===== src/rtl/kbd_pkg.sv =====
// shared types, codes and keymap rom for the keyboard scancode decoder
// no dependencies; used by the channel interfaces and every rtl module
`default_nettype none

package kbd_pkg;

   // field widths of the request and response beats
   localparam int SCAN_W    = 8;
   localparam int POS_W     = 11;
   localparam int KIND_W    = 2;
   localparam int DATA_W    = 8;
   localparam int RSP_COL_W = 7;
   localparam int RSP_ROW_W = 5;
   localparam int MOD_W     = 3;

   // default screen geometry
   localparam int COLUMNS_DEFAULT = 80;
   localparam int ROWS_DEFAULT    = 25;

   // keymap codes with a special meaning
   localparam logic [7:0] CODE_SHIFT  = 8'd176;
   localparam logic [7:0] CODE_ALT    = 8'd177;
   localparam logic [7:0] CODE_CTRL   = 8'd178;
   localparam logic [7:0] CODE_CAPS   = 8'd217;
   localparam logic [7:0] CODE_NUM    = 8'd218;
   localparam logic [7:0] CODE_SCROLL = 8'd219;
   localparam logic [7:0] CODE_UP     = 8'd24;
   localparam logic [7:0] CODE_DOWN   = 8'd25;
   localparam logic [7:0] CODE_RIGHT  = 8'd26;
   localparam logic [7:0] CODE_LEFT   = 8'd27;

   // raw scancode of the escape key, always a plain character
   localparam logic [7:0] SCAN_ESCAPE = 8'h01;

   // controller led command and its masks
   localparam logic [7:0] CMD_SET_LEDS = 8'hED;
   localparam logic [7:0] LED_CAPS     = 8'h04;
   localparam logic [7:0] LED_NUM      = 8'h02;
   localparam logic [7:0] LED_SCROLL   = 8'h01;

   // modifier bit positions
   localparam int MOD_SHIFT = 0;
   localparam int MOD_ALT   = 1;
   localparam int MOD_CTRL  = 2;

   typedef enum logic [KIND_W-1:0] {
      KIND_CHAR = 2'd0,
      KIND_MOVE = 2'd1,
      KIND_CMD  = 2'd2
   } kind_type;

   typedef enum logic [1:0] {
      ACT_CHAR = 2'd0,
      ACT_MOVE = 2'd1,
      ACT_LOCK = 2'd2
   } act_type;

   typedef enum logic [1:0] {
      DIR_UP    = 2'd0,
      DIR_DOWN  = 2'd1,
      DIR_RIGHT = 2'd2,
      DIR_LEFT  = 2'd3
   } dir_type;

   // decoded item held between the input register and the result register
   typedef struct packed {
      act_type           act;
      dir_type           dir;
      logic [DATA_W-1:0] data;
      logic [POS_W-1:0]  pos;
      logic [MOD_W-1:0]  mods;
   } s1_type;

   // spanish keymap: addr[7] selects the shifted half
   function automatic logic [7:0] keymap_byte(input logic [7:0] addr);
      logic [7:0] b;
      case (addr)
         8'd1,   8'd129: b = 8'd27;
         8'd2:   b = 8'd49;
         8'd3:   b = 8'd50;
         8'd4:   b = 8'd51;
         8'd5:   b = 8'd52;
         8'd6:   b = 8'd53;
         8'd7:   b = 8'd54;
         8'd8:   b = 8'd55;
         8'd9:   b = 8'd56;
         8'd10:  b = 8'd57;
         8'd11:  b = 8'd48;
         8'd12:  b = 8'd39;
         8'd13:  b = 8'd168;
         8'd14,  8'd142: b = 8'd8;
         8'd15,  8'd143: b = 8'd9;
         8'd16:  b = 8'd113;
         8'd17:  b = 8'd119;
         8'd18:  b = 8'd101;
         8'd19:  b = 8'd114;
         8'd20:  b = 8'd116;
         8'd21:  b = 8'd121;
         8'd22:  b = 8'd117;
         8'd23:  b = 8'd105;
         8'd24:  b = 8'd111;
         8'd25:  b = 8'd112;
         8'd27:  b = 8'd43;
         8'd28,  8'd156: b = 8'd10;
         8'd29,  8'd157: b = 8'd178;
         8'd30:  b = 8'd97;
         8'd31:  b = 8'd115;
         8'd32:  b = 8'd100;
         8'd33:  b = 8'd102;
         8'd34:  b = 8'd103;
         8'd35:  b = 8'd104;
         8'd36:  b = 8'd106;
         8'd37:  b = 8'd107;
         8'd38:  b = 8'd108;
         8'd39:  b = 8'd164;
         8'd40:  b = 8'd123;
         8'd41:  b = 8'd124;
         8'd42,  8'd170: b = 8'd176;
         8'd43:  b = 8'd125;
         8'd44:  b = 8'd122;
         8'd45:  b = 8'd120;
         8'd46:  b = 8'd99;
         8'd47:  b = 8'd118;
         8'd48:  b = 8'd98;
         8'd49:  b = 8'd110;
         8'd50:  b = 8'd109;
         8'd51:  b = 8'd44;
         8'd52:  b = 8'd46;
         8'd53:  b = 8'd45;
         8'd54,  8'd182: b = 8'd176;
         8'd55,  8'd183: b = 8'd42;
         8'd56,  8'd184: b = 8'd177;
         8'd57,  8'd185: b = 8'd32;
         8'd58,  8'd186: b = 8'd217;
         8'd69,  8'd197: b = 8'd218;
         8'd70,  8'd198: b = 8'd219;
         8'd72,  8'd200: b = 8'd24;
         8'd74,  8'd202: b = 8'd45;
         8'd75,  8'd203: b = 8'd27;
         8'd77,  8'd205: b = 8'd26;
         8'd78,  8'd206: b = 8'd43;
         8'd80,  8'd208: b = 8'd25;
         8'd86,  8'd214: b = 8'd60;
         // shifted half
         8'd130: b = 8'd33;
         8'd131: b = 8'd34;
         8'd132: b = 8'd35;
         8'd133: b = 8'd36;
         8'd134: b = 8'd37;
         8'd135: b = 8'd38;
         8'd136: b = 8'd47;
         8'd137: b = 8'd40;
         8'd138: b = 8'd41;
         8'd139: b = 8'd61;
         8'd140: b = 8'd63;
         8'd141: b = 8'd173;
         8'd144: b = 8'd81;
         8'd145: b = 8'd87;
         8'd146: b = 8'd69;
         8'd147: b = 8'd82;
         8'd148: b = 8'd84;
         8'd149: b = 8'd89;
         8'd150: b = 8'd85;
         8'd151: b = 8'd73;
         8'd152: b = 8'd79;
         8'd153: b = 8'd80;
         8'd155: b = 8'd42;
         8'd158: b = 8'd65;
         8'd159: b = 8'd83;
         8'd160: b = 8'd68;
         8'd161: b = 8'd70;
         8'd162: b = 8'd71;
         8'd163: b = 8'd72;
         8'd164: b = 8'd74;
         8'd165: b = 8'd75;
         8'd166: b = 8'd76;
         8'd167: b = 8'd165;
         8'd168: b = 8'd91;
         8'd169: b = 8'd167;
         8'd171: b = 8'd93;
         8'd172: b = 8'd90;
         8'd173: b = 8'd88;
         8'd174: b = 8'd67;
         8'd175: b = 8'd86;
         8'd176: b = 8'd66;
         8'd177: b = 8'd78;
         8'd178: b = 8'd77;
         8'd179: b = 8'd59;
         8'd180: b = 8'd58;
         8'd181: b = 8'd95;
         default: b = 8'd0;
      endcase
      return b;
   endfunction

endpackage

`default_nettype wire


===== src/rtl/kbd_req_if.sv =====
// request channel: one scancode beat with the current cursor position
// depends on kbd_pkg for field widths
`default_nettype none

interface kbd_req_if;
   logic                         valid;
   logic                         ready;
   logic [kbd_pkg::SCAN_W-1:0]   scancode;
   logic [kbd_pkg::POS_W-1:0]    cursor_position;

   modport source (output valid, scancode, cursor_position, input ready);
   modport sink   (input valid, scancode, cursor_position, output ready);
endinterface

`default_nettype wire


===== src/rtl/kbd_rsp_if.sv =====
// response channel: one decoded result beat
// depends on kbd_pkg for field widths
`default_nettype none

interface kbd_rsp_if;
   logic                          valid;
   logic                          ready;
   logic [kbd_pkg::KIND_W-1:0]    kind;
   logic [kbd_pkg::DATA_W-1:0]    data_byte;
   logic [kbd_pkg::RSP_COL_W-1:0] cursor_column;
   logic [kbd_pkg::RSP_ROW_W-1:0] cursor_row;
   logic [kbd_pkg::MOD_W-1:0]     modifiers;
   logic                          last;

   modport source (output valid, kind, data_byte, cursor_column, cursor_row, modifiers, last,
                   input ready);
   modport sink   (input valid, kind, data_byte, cursor_column, cursor_row, modifiers, last,
                   output ready);
endinterface

`default_nettype wire


===== src/rtl/kbd_cursor.sv =====
// cursor move logic: splits the linear position and applies one arrow step
// depends on kbd_pkg; quotient comes precomputed from the input stage
`default_nettype none

module kbd_cursor #(
   parameter int  COLUMNS = kbd_pkg::COLUMNS_DEFAULT,
   parameter int  ROWS    = kbd_pkg::ROWS_DEFAULT,
   localparam int COL_W   = $clog2(COLUMNS),
   localparam int ROW_W   = $clog2(ROWS),
   localparam int QUO_W   = $clog2(((2 ** kbd_pkg::POS_W) - 1) / COLUMNS + 1)
) (
   input  wire logic [kbd_pkg::POS_W-1:0] pos,
   input  wire logic [QUO_W-1:0]          quo,
   input  wire kbd_pkg::dir_type          dir,
   output logic      [COL_W-1:0]          col,
   output logic      [ROW_W-1:0]          row
);

   localparam logic [COL_W-1:0] LAST_COL = COL_W'(COLUMNS - 1);
   localparam logic [ROW_W-1:0] LAST_ROW = ROW_W'(ROWS - 1);

   logic [kbd_pkg::POS_W-1:0] prod;
   logic [kbd_pkg::POS_W-1:0] rem;
   logic [kbd_pkg::POS_W-1:0] quo_x;
   logic [COL_W-1:0]          col_cur;
   logic [ROW_W-1:0]          row_cur;

   // remainder from the quotient, row clamped to the last row
   always_comb begin
      prod    = kbd_pkg::POS_W'(quo * COLUMNS);
      rem     = pos - prod;
      col_cur = COL_W'(rem);
      quo_x   = kbd_pkg::POS_W'(quo);
      row_cur = (quo_x > kbd_pkg::POS_W'(ROWS - 1)) ? LAST_ROW : ROW_W'(quo);
   end

   // one arrow step
   always_comb begin
      col = col_cur;
      row = row_cur;
      case (dir)
         kbd_pkg::DIR_UP: begin
            if (row_cur != '0) row = row_cur - 1'b1;
         end
         kbd_pkg::DIR_DOWN: begin
            if (row_cur < LAST_ROW) row = row_cur + 1'b1;
         end
         kbd_pkg::DIR_RIGHT: begin
            if (col_cur < LAST_COL) begin
               col = col_cur + 1'b1;
            end else begin
               col = '0;
               if (row_cur < LAST_ROW) row = row_cur + 1'b1;
            end
         end
         kbd_pkg::DIR_LEFT: begin
            if (col_cur != '0) col = col_cur - 1'b1;
            else if (row_cur != '0) row = row_cur - 1'b1;
         end
         default: begin
            col = col_cur;
            row = row_cur;
         end
      endcase
   end

endmodule

`default_nettype wire


===== src/rtl/keyboard_scancode_decoder.sv =====
// a scancode beat is registered in the input stage, then its result beat in the result register
// one scancode per cycle while the result register is free; lock keys hold the result
//   register for two beats (command then led mask), holding off new scancodes meanwhile
// reset clears the modifier bits and empties both registers; no clearing pass
// depends on kbd_pkg, kbd_req_if, kbd_rsp_if and kbd_cursor
`default_nettype none

module keyboard_scancode_decoder #(
   parameter int COLUMNS = kbd_pkg::COLUMNS_DEFAULT,
   parameter int ROWS    = kbd_pkg::ROWS_DEFAULT
) (
   input  wire logic clock,
   input  wire logic reset,
   kbd_req_if.sink   req,
   kbd_rsp_if.source rsp
);

   localparam int COL_W   = $clog2(COLUMNS);
   localparam int ROW_W   = $clog2(ROWS);
   localparam int POS_MAX = (2 ** kbd_pkg::POS_W) - 1;
   localparam int QUO_W   = $clog2(POS_MAX / COLUMNS + 1);
   // exact reciprocal for every 11-bit position
   localparam int SHIFT   = kbd_pkg::POS_W + $clog2(COLUMNS);
   localparam int RECIP   = ((2 ** SHIFT) + COLUMNS - 1) / COLUMNS;
   localparam int RCP_W   = $clog2(RECIP + 1);
   localparam int PRD_W   = kbd_pkg::POS_W + RCP_W;

   // modifier state and input stage
   logic [kbd_pkg::MOD_W-1:0] mods_ff, mods_in;
   logic                      s1_valid_ff, s1_valid_in;
   kbd_pkg::s1_type           s1_ff, s1_in;
   logic [QUO_W-1:0]          quo_ff, quo_in;

   // result register
   logic                          rsp_valid_ff, rsp_valid_in;
   logic                          pend_ff, pend_in;
   kbd_pkg::kind_type             kind_ff, kind_in;
   logic [kbd_pkg::DATA_W-1:0]    data_ff, data_in;
   logic [kbd_pkg::DATA_W-1:0]    mask_ff, mask_in;
   logic [kbd_pkg::RSP_COL_W-1:0] col_ff, col_in;
   logic [kbd_pkg::RSP_ROW_W-1:0] row_ff, row_in;
   logic [kbd_pkg::MOD_W-1:0]     omods_ff, omods_in;
   logic                          last_ff, last_in;

   logic                       req_fire, rsp_fire, out_free, s1_adv;
   logic [7:0]                 entry, entry_eff, chr;
   logic                       emits;
   logic [PRD_W-1:0]           prod;
   logic [COL_W-1:0]           move_col;
   logic [ROW_W-1:0]           move_row;

   // handshake
   assign rsp_fire  = rsp_valid_ff && rsp.ready;
   assign out_free  = !pend_ff && (!rsp_valid_ff || rsp.ready);
   assign s1_adv    = s1_valid_ff && out_free;
   assign req.ready = !s1_valid_ff || out_free;
   assign req_fire  = req.valid && req.ready;

   // keymap lookups and reciprocal divide on the incoming beat
   always_comb begin
      entry     = kbd_pkg::keymap_byte({1'b0, req.scancode[6:0]});
      chr       = kbd_pkg::keymap_byte({mods_ff[kbd_pkg::MOD_SHIFT], req.scancode[6:0]});
      entry_eff = (req.scancode == kbd_pkg::SCAN_ESCAPE) ? 8'd0 : entry;
      prod      = PRD_W'(req.cursor_position) * PRD_W'(RECIP);
      quo_in    = QUO_W'(prod >> SHIFT);
   end

   // decode: modifier update and the action to carry forward
   always_comb begin
      mods_in      = mods_ff;
      emits        = 1'b0;
      s1_in        = s1_ff;
      s1_in.act    = kbd_pkg::ACT_CHAR;
      s1_in.dir    = kbd_pkg::DIR_UP;
      s1_in.data   = chr;
      s1_in.pos    = req.cursor_position;
      if (req.scancode[7]) begin
         case (entry)
            kbd_pkg::CODE_SHIFT: mods_in[kbd_pkg::MOD_SHIFT] = 1'b0;
            kbd_pkg::CODE_ALT:   mods_in[kbd_pkg::MOD_ALT]   = 1'b0;
            kbd_pkg::CODE_CTRL:  mods_in[kbd_pkg::MOD_CTRL]  = 1'b0;
            default:             mods_in = mods_ff;
         endcase
      end else begin
         emits = 1'b1;
         case (entry_eff)
            kbd_pkg::CODE_SHIFT: begin
               mods_in[kbd_pkg::MOD_SHIFT] = 1'b1;
               emits = 1'b0;
            end
            kbd_pkg::CODE_ALT: begin
               mods_in[kbd_pkg::MOD_ALT] = 1'b1;
               emits = 1'b0;
            end
            kbd_pkg::CODE_CTRL: begin
               mods_in[kbd_pkg::MOD_CTRL] = 1'b1;
               emits = 1'b0;
            end
            kbd_pkg::CODE_CAPS: begin
               s1_in.act  = kbd_pkg::ACT_LOCK;
               s1_in.data = kbd_pkg::LED_CAPS;
            end
            kbd_pkg::CODE_NUM: begin
               s1_in.act  = kbd_pkg::ACT_LOCK;
               s1_in.data = kbd_pkg::LED_NUM;
            end
            kbd_pkg::CODE_SCROLL: begin
               s1_in.act  = kbd_pkg::ACT_LOCK;
               s1_in.data = kbd_pkg::LED_SCROLL;
            end
            kbd_pkg::CODE_UP: begin
               s1_in.act = kbd_pkg::ACT_MOVE;
               s1_in.dir = kbd_pkg::DIR_UP;
            end
            kbd_pkg::CODE_DOWN: begin
               s1_in.act = kbd_pkg::ACT_MOVE;
               s1_in.dir = kbd_pkg::DIR_DOWN;
            end
            kbd_pkg::CODE_RIGHT: begin
               s1_in.act = kbd_pkg::ACT_MOVE;
               s1_in.dir = kbd_pkg::DIR_RIGHT;
            end
            kbd_pkg::CODE_LEFT: begin
               s1_in.act = kbd_pkg::ACT_MOVE;
               s1_in.dir = kbd_pkg::DIR_LEFT;
            end
            default: s1_in.act = kbd_pkg::ACT_CHAR;
         endcase
      end
      s1_in.mods  = mods_in;
      s1_valid_in = req_fire ? emits : (s1_valid_ff && !s1_adv);
   end

   // cursor arithmetic between the two registers
   kbd_cursor #(
      .COLUMNS (COLUMNS),
      .ROWS    (ROWS)
   ) u_cursor (
      .pos (s1_ff.pos),
      .quo (quo_ff),
      .dir (s1_ff.dir),
      .col (move_col),
      .row (move_row)
   );

   // result register load: new item, second lock beat, clear when taken, or hold
   always_comb begin
      rsp_valid_in = rsp_valid_ff;
      pend_in      = pend_ff;
      kind_in      = kind_ff;
      data_in      = data_ff;
      mask_in      = mask_ff;
      col_in       = col_ff;
      row_in       = row_ff;
      omods_in     = omods_ff;
      last_in      = last_ff;
      if (pend_ff && rsp_fire) begin
         data_in = mask_ff;
         last_in = 1'b1;
         pend_in = 1'b0;
      end else if (s1_adv) begin
         rsp_valid_in = 1'b1;
         omods_in     = s1_ff.mods;
         col_in       = '0;
         row_in       = '0;
         last_in      = 1'b1;
         pend_in      = 1'b0;
         case (s1_ff.act)
            kbd_pkg::ACT_MOVE: begin
               kind_in = kbd_pkg::KIND_MOVE;
               data_in = '0;
               col_in  = kbd_pkg::RSP_COL_W'(move_col);
               row_in  = kbd_pkg::RSP_ROW_W'(move_row);
            end
            kbd_pkg::ACT_LOCK: begin
               kind_in = kbd_pkg::KIND_CMD;
               data_in = kbd_pkg::CMD_SET_LEDS;
               mask_in = s1_ff.data;
               last_in = 1'b0;
               pend_in = 1'b1;
            end
            default: begin
               kind_in = kbd_pkg::KIND_CHAR;
               data_in = s1_ff.data;
            end
         endcase
      end else if (rsp_fire) begin
         rsp_valid_in = 1'b0;
      end
   end

   // control registers
   always_ff @(posedge clock) begin
      if (reset) begin
         mods_ff      <= '0;
         s1_valid_ff  <= 1'b0;
         rsp_valid_ff <= 1'b0;
         pend_ff      <= 1'b0;
      end else begin
         if (req_fire) mods_ff <= mods_in;
         s1_valid_ff  <= s1_valid_in;
         rsp_valid_ff <= rsp_valid_in;
         pend_ff      <= pend_in;
      end
   end

   // payload registers
   always_ff @(posedge clock) begin
      if (req_fire) begin
         s1_ff  <= s1_in;
         quo_ff <= quo_in;
      end
      kind_ff  <= kind_in;
      data_ff  <= data_in;
      mask_ff  <= mask_in;
      col_ff   <= col_in;
      row_ff   <= row_in;
      omods_ff <= omods_in;
      last_ff  <= last_in;
   end

   // response beat
   assign rsp.valid         = rsp_valid_ff;
   assign rsp.kind          = kind_ff;
   assign rsp.data_byte     = data_ff;
   assign rsp.cursor_column = col_ff;
   assign rsp.cursor_row    = row_ff;
   assign rsp.modifiers     = omods_ff;
   assign rsp.last          = last_ff;

   // a pending led mask always sits behind a shown command beat
   a_pend_valid : assert property (@(posedge clock) disable iff (reset)
      pend_ff |-> rsp_valid_ff)
      else $error("led mask pending without a shown beat");

   // taking the command beat brings the final led mask beat next
   a_lock_second : assert property (@(posedge clock) disable iff (reset)
      (pend_ff && rsp.ready) |=>
         (rsp.valid && rsp.last && rsp.kind == kbd_pkg::KIND_CMD))
      else $error("lock key second beat missing");

   // a non-final beat only comes from a lock key with its mask waiting
   a_nonlast_lock : assert property (@(posedge clock) disable iff (reset)
      (rsp.valid && !rsp.last) |-> (pend_ff && rsp.kind == kbd_pkg::KIND_CMD))
      else $error("non-final beat outside a lock key sequence");

endmodule

`default_nettype wire


===== src/flat_wrapper.sv =====
// flat-port wrapper written by rule: the top's interface ports become plain ports
module keyboard_scancode_decoder_flat 
#(
   parameter int COLUMNS = kbd_pkg::COLUMNS_DEFAULT,
   parameter int ROWS    = kbd_pkg::ROWS_DEFAULT
)
  (clock, reset, req_valid, req_scancode, req_cursor_position, req_ready, rsp_valid, rsp_kind, rsp_data_byte, rsp_cursor_column, rsp_cursor_row, rsp_modifiers, rsp_last, rsp_ready);
  kbd_req_if req_i ();
  kbd_rsp_if rsp_i ();
  input  wire logic clock;
  input  wire logic reset;
  input wire logic [$bits(req_i.valid)-1:0] req_valid;
  input wire logic [$bits(req_i.scancode)-1:0] req_scancode;
  input wire logic [$bits(req_i.cursor_position)-1:0] req_cursor_position;
  output wire logic [$bits(req_i.ready)-1:0] req_ready;
  output wire logic [$bits(rsp_i.valid)-1:0] rsp_valid;
  output wire logic [$bits(rsp_i.kind)-1:0] rsp_kind;
  output wire logic [$bits(rsp_i.data_byte)-1:0] rsp_data_byte;
  output wire logic [$bits(rsp_i.cursor_column)-1:0] rsp_cursor_column;
  output wire logic [$bits(rsp_i.cursor_row)-1:0] rsp_cursor_row;
  output wire logic [$bits(rsp_i.modifiers)-1:0] rsp_modifiers;
  output wire logic [$bits(rsp_i.last)-1:0] rsp_last;
  input wire logic [$bits(rsp_i.ready)-1:0] rsp_ready;
  assign req_i.valid = req_valid;
  assign req_i.scancode = req_scancode;
  assign req_i.cursor_position = req_cursor_position;
  assign req_ready = req_i.ready;
  assign rsp_valid = rsp_i.valid;
  assign rsp_kind = rsp_i.kind;
  assign rsp_data_byte = rsp_i.data_byte;
  assign rsp_cursor_column = rsp_i.cursor_column;
  assign rsp_cursor_row = rsp_i.cursor_row;
  assign rsp_modifiers = rsp_i.modifiers;
  assign rsp_last = rsp_i.last;
  assign rsp_i.ready = rsp_ready;
  keyboard_scancode_decoder #(.COLUMNS(COLUMNS), .ROWS(ROWS)) u_core (.clock(clock), .reset(reset), .req(req_i), .rsp(rsp_i));
endmodule

===== config.mk =====
export PLATFORM = sky130hd
export DESIGN_NAME = keyboard_scancode_decoder_flat
export DESIGN_NICKNAME = d
export VERILOG_FILES = /design/src/rtl/kbd_pkg.sv /design/src/rtl/kbd_req_if.sv /design/src/rtl/kbd_rsp_if.sv /design/src/rtl/kbd_cursor.sv /design/src/rtl/keyboard_scancode_decoder.sv /design/src/flat_wrapper.sv
export SDC_FILE = /design/constraint.sdc
export NUM_CORES = 1
export LEC_CHECK = 0
export ABC_AREA = 1
export ABC_CLOCK_PERIOD_IN_PS = 6000
export BUFFER_PORTS_ARGS = -buffer_cell sky130_fd_sc_hd__buf_4
export CAP_MARGIN = 20
export CORE_MARGIN = 3
export CORE_UTILIZATION = 55
export CTS_CLUSTER_SIZE = 25
export DETAILED_ROUTE_END_ITERATION = 12
export PLACE_DENSITY = 0.72
export SYNTH_ARGS = -nofsm -noshare
export SYNTH_HDL_FRONTEND = slang
export SYNTH_SLANG_ARGS = --single-unit

===== constraint.sdc =====
create_clock -name clock -period 6 [get_ports clock]
set_input_delay 0.6 -clock clock [delete_from_list [all_inputs] [get_ports clock]]
set_output_delay 0.6 -clock clock [all_outputs]
set_load 0.05 [all_outputs]

-- Word-level counts from Yosys, hierarchy flattened
Memory sizes are Yosys's and may differ from the RTL's.
Cells that the tools add are included.
- bits in read-only memories: 3072
- bits in registers: 67
- output and inout port bits: 28
- memories: 2
- word-level logic and storage cells: 105
- add/sub/neg operators: 5
- bitwise gates (word level): 1
- multipliers: 2
- magnitude comparators: 3
- eq/ne operators: 19
- reduce and logical (&&, ||, !) cells: 24
- mux-type cells: 32
- memory list (name ; depth ; width ; read ports ; clocked after Yosys merged registers in ; write ports ; RTL line ; text):
    (no name shown) ; 256 ; 8 ; 1 ; 0 ; 0 ; kbd_pkg.sv:77 ; case (addr)
    (no name shown) ; 128 ; 8 ; 1 ; 0 ; 0 ; kbd_pkg.sv:77 ;
- operators with widths (operator ; number):
    == test 8 bit, second input constant ; 9
    == test 8 x 5 -> 1 bit, second input constant ; 4
    2-to-1 mux 8 bit ; 4
    2-to-1 mux 5 bit ; 5
    case mux 8 bit (3 select lines) ; 1
    multiplier 11 x 12 -> 23 bit, second input constant ; 1
    case mux 5 bit (4 select lines) ; 1
    case mux 8 bit (2 select lines) ; 1
    2-to-1 mux 7 bit ; 2
    case mux 7 bit (2 select lines) ; 1
    2-to-1 mux 1 bit ; 13
    == test 8 x 1 -> 1 bit, second input constant ; 1
    case mux 2 bit (2 select lines) ; 2
    adder 7 x 1 -> 7 bit, second input constant ; 1
    < comparator 7 bit, second input constant ; 1
    nonzero test 7 bit ; 1
    subtractor 7 x 1 -> 7 bit, second input constant ; 1
    subtractor 7 bit ; 1
    == test 2 bit, second input constant ; 3
    logical AND 1 bit ; 6
    case mux 2 bit (3 select lines) ; 1
    OR reduction 3 bit ; 2
    adder 5 x 1 -> 5 bit, second input constant ; 1
    greater-than comparator 5 bit, second input constant ; 1
    15 further kinds ; 22

-- Depth between registers and ports, before layout
- depth after elaboration: 7
- depth in mapped cells: 21
- mapped depth without buffers: 21

-- By module
A second synthesis with hierarchy kept.
- cells, all modules: 901
- area, all modules: 7046.8 sq um
- by module, submodules not included (module ; area an instance (sq um) ; sequential area each (sq um) ; cells each ; times used):
    keyboard_scancode_decoder ; 6149.6 ; 2062.0 ; 732 ; 1
    kbd_cursor ; 897.1 ; 0.0 ; 169 ; 1

-- Worst setup path after synthesis
No wires, ideal clock.
- path type: input to register
- start: input req_cursor_position[9]
- end: register u_core.quo_ff[4] (data pin)
- buffers on the path: 0
- setup time: 0.262 ns
- data arrival time: 4.101 ns
- slack: 1.637 ns
- data required time: 5.738 ns
- stages: 18
- cell sequence: inv_1 -> ha_1 -> inv_1 -> fa_1 -> fa_1 -> inv_1 -> fa_1 -> fa_1 -> inv_1 -> ha_1 -> nand2_1 -> nor2_1 -> o21ai_0 -> o211ai_1 -> nand2_1 -> nand3_1 -> a21oi_1 -> xor2_1
- longest elaborated chain between the ends: 1
- RTL lines (what ; RTL line ; text):
    from (decl) ; flat_wrapper.sv:14 ; input wire logic [$bits(req_i.cursor_position)-1:0] req_cursor_position;
    multiplier 11 x 12 -> 23 bit ; keyboard_scancode_decoder.sv:64 ; prod = PRD_W'(req.cursor_position) * PRD_W'(RECIP);
    net u_core.prod[22] ; keyboard_scancode_decoder.sv:48 ; logic [PRD_W-1:0] prod;
    to (signal assigned) ; keyboard_scancode_decoder.sv:211 ; quo_ff <= quo_in;
    to (decl) ; keyboard_scancode_decoder.sv:32 ; logic [QUO_W-1:0] quo_ff, quo_in;
The timed path passes the listed nets, and every way through them passes these cells.
A chain may end at the register's enable or synchronous reset.

-- Worst setup path after layout
Same ends and word-level chain as after synthesis.

==> flow_summary_export.csv <==
group,metric,value,unit
logic_synthesis,yosysWarningCount,0,
layout,area_growth,11.0,%
logic_synthesis,synth_top_cell_area_share,26.0,%
logic_synthesis,synth_ff_type,"edfxtp_1",
placed_design,dpl.cell_count,1072,
logic_synthesis,synth_area_leaders,"edfxtp_1, ha_1, fa_1",
drt,wl_met1,7060,microns
pwr,ir_worst_vdd,0.217,mV
drt,routed.top_layer,"met4",
layout,final_common_cell,"nand2_1",
sta,finalHoldViolCount,0,
clocking,cts-buffers-inserted,9,
pwr,power.total,2270,uW
logic_synthesis,ys_async_sr_fraction,0,%
sta,setup-violations-final,0,
clocking,post_cts.repair.setup_buffers,0,
worst_setup_path,worst_ep_required_time,6070,ps
sta,worst_slew_pin_slew,698,ps
floorplan,start_util,57.0,%
logic_synthesis,ys_types,51,
worst_setup_path,path_class,"in2reg",
run_status,status,"complete, no violations",
sta,fmax,0.223,GHz
drt,dr.first_iter.drc_count,475,
sta,setup_tns,0,ps
clocking,cts.path.max_buffers,2,
clocking,hold_buffers,0,
clocking,cts_tree,"yes",
drt,first_pass_iters,5,
grt,antenna_found_initial,0,
drt,vias,5815,
floorplan,die_h,118,microns
worst_setup_path,end_kind,"register",
grt,grt_first_pass_wirelength,25400,microns
logic_synthesis,synth_cells,874,
layout,drive_gt1_share,11.6,%
grt,grt_pass1_vias,5335,
run,cap_violations,0,
clocking,path_clk_slew,50,ps
sta,fin_crit_sh,74.7,%
pwr,leakagePower,0.00383,uW
drt,drc,0,
floorplan,coreArea,0.0122,sq mm
logic_synthesis,syn_area,0.00694,sq mm
layout,num_antenna_cells,0,
floorplan,pin_count,51,
clocking,htree_num_levels,3,
min_path,holdCritPathClass,"reg2reg",
drt,drt-wirelength-per-cell,13.9,microns
sta,rsz0062_at_grt,"false",
worst_setup_path,cp.arrival,4550,ps
layout,final_nets,1055,
logic_synthesis,synth_top_cell_by_area,"edfxtp_1",
clocking,clock_latency,320,ps
logic_synthesis,synth.yosys.seq_area_share,28.0,%
drt,detail-route-antenna-nets,0,
clocking,cts_num_sinks,67,
layout,fin_cells,1088,
sta,slew_violations,0,
drt,dr_wl_met2,6890,microns
grt,grt_max_degree,35,
clocking,clock-root-buffer,"clkbuf_16",
drt,routed_wl,15100,microns
worst_setup_path,start_kind,"input port",
sta,relSlewSlack,53.3,%
min_path,whs_path_depth,0,
layout,fillers,1104,
placed_design,globalplace.congestion,0.953,
grt,grt_usage,21.8,%
layout,layout_common_cells,"nand2_1, inv_1, ha_1",
floorplan,rows,40,
placed_design,portBuffers,50,
sta,holdWs,417,ps
drt,dr_wl_met3,932,microns
logic_synthesis,synth.avg_cell_area,7.94,sq um
placed_design,hpwl,12300,microns
drt,via_per_inst,5.34,
clocking,ctsResizeCount,0,
grt,overflow,0,
worst_setup_path,r2r_cells,13,
sta,finalClockSkew,4.44,ps
logic_synthesis,ys_ff_latch,67,
logic_synthesis,synth_edf_count,60,
logic_synthesis,syn_nets,1014,
sta,fin_crit,4480,ps
floorplan,die_width,118,microns
pwr,p_per_area,295,mW/mm^2
floorplan,die_area,0.0140,sq mm
worst_setup_path,crit_fanout,4,
[logic make-up after synthesis]
logic type | after synthesis | share of synthesized area [%]
AO/OA/AOI/OAI | 129 | 11.1
XOR/XNOR | 16 | 2.02
adder cells (fa/ha/maj) | 117 | 24.6
buffers and inverters | 188 | 11.5
flip-flops | 67 | 28.0
multiplexers | 1 | 0.144
AND/OR/NAND/NOR | 356 | 22.7
[worst paths after layout]
| check | slack [ps] | from | to |
|---|---|---|---|
| max | 1520 | req_cursor_position[9] | u_core.quo_ff[4] |
| min | 420 | u_core.s1_ff[1] | u_core.rsp.modifiers[1] |
| max reg2reg | 3330 | u_core.quo_ff[0] | u_core.rsp.cursor_row[1] |
| min reg2reg | 420 | u_core.s1_ff[1] | u_core.rsp.modifiers[1] |
[sequential cells by signal, indices dropped and copies added, names as in the netlist]
name,flops
u_core.s1_ff,22
u_core.mask_ff,8
u_core.rsp.data_byte,8
u_core.rsp.cursor_column,7
u_core.quo_ff,5
u_core.rsp.cursor_row,5
u_core.mods_ff,3
u_core.rsp.modifiers,3
u_core.rsp.kind,2
u_core.pend_ff,1
u_core.rsp.last,1
u_core.rsp.valid,1
u_core.s1_valid_ff,1
[cells in the mapped netlist (12+ instances only)]
cell	instances
nand2_1	168
inv_1	156
ha_1	85
nor2_1	80
nand3_1	64
edfxtp_1	60
a21oi_1	43
fa_1	32
o21ai_0	32
a31oi_1	13
xor2_1	12
[area by class of cell]
type                            count  area, sq um  share of cell area [%]
Sequential cell                    67         1940                    25.2
Inverter                          167          634                    8.24
Clock buffer                        9          225                    2.92
Clock inverter                      7          106                    1.38
Tap cell                          168          210                    2.73
Multi-Input combinational cell    619         4200                    54.5
Timing Repair Buffer               51          383                    4.97
[per-layer routing]
layer  track usage (%)  up-vias
met2              34.0      194
met4              7.33        0
li1                  -     2951
met3              2.73       23
met1              31.6     2647
met5                 0        -
[stage by stage]
stage	setup WS (ps)	util [%]	area [sq um]
floorplan	1640	-	6940
global placement	1290	60.6	7370
detailed placement	1250	60.6	7370
CTS	1540	63.3	7700
global route	1280	63.3	7700
finish	1520	63.3	7700
[power by group]
| part | switching, uW | internal [uW] |
|---|---|---|
| logic | 694 | 417 |
| registers | 27.8 | 563 |
| clock network | 170 | 400 |
| total | 892 | 1380 |
[worst max-delay path: stages]
cell	delay, ps
buf_4	110
inv_1	40
ha_1	260
inv_1	60
fa_1	540
fa_1	540
inv_1	60
fa_1	500
fa_1	540
inv_1	40
ha_1	320
nand2_1	130
nor2_1	60
o21ai_0	80
o211ai_1	110
nand2_1	70
nand3_1	140
a21oi_1	240
xor2_1	100
(Power assumes the default switching activity.)
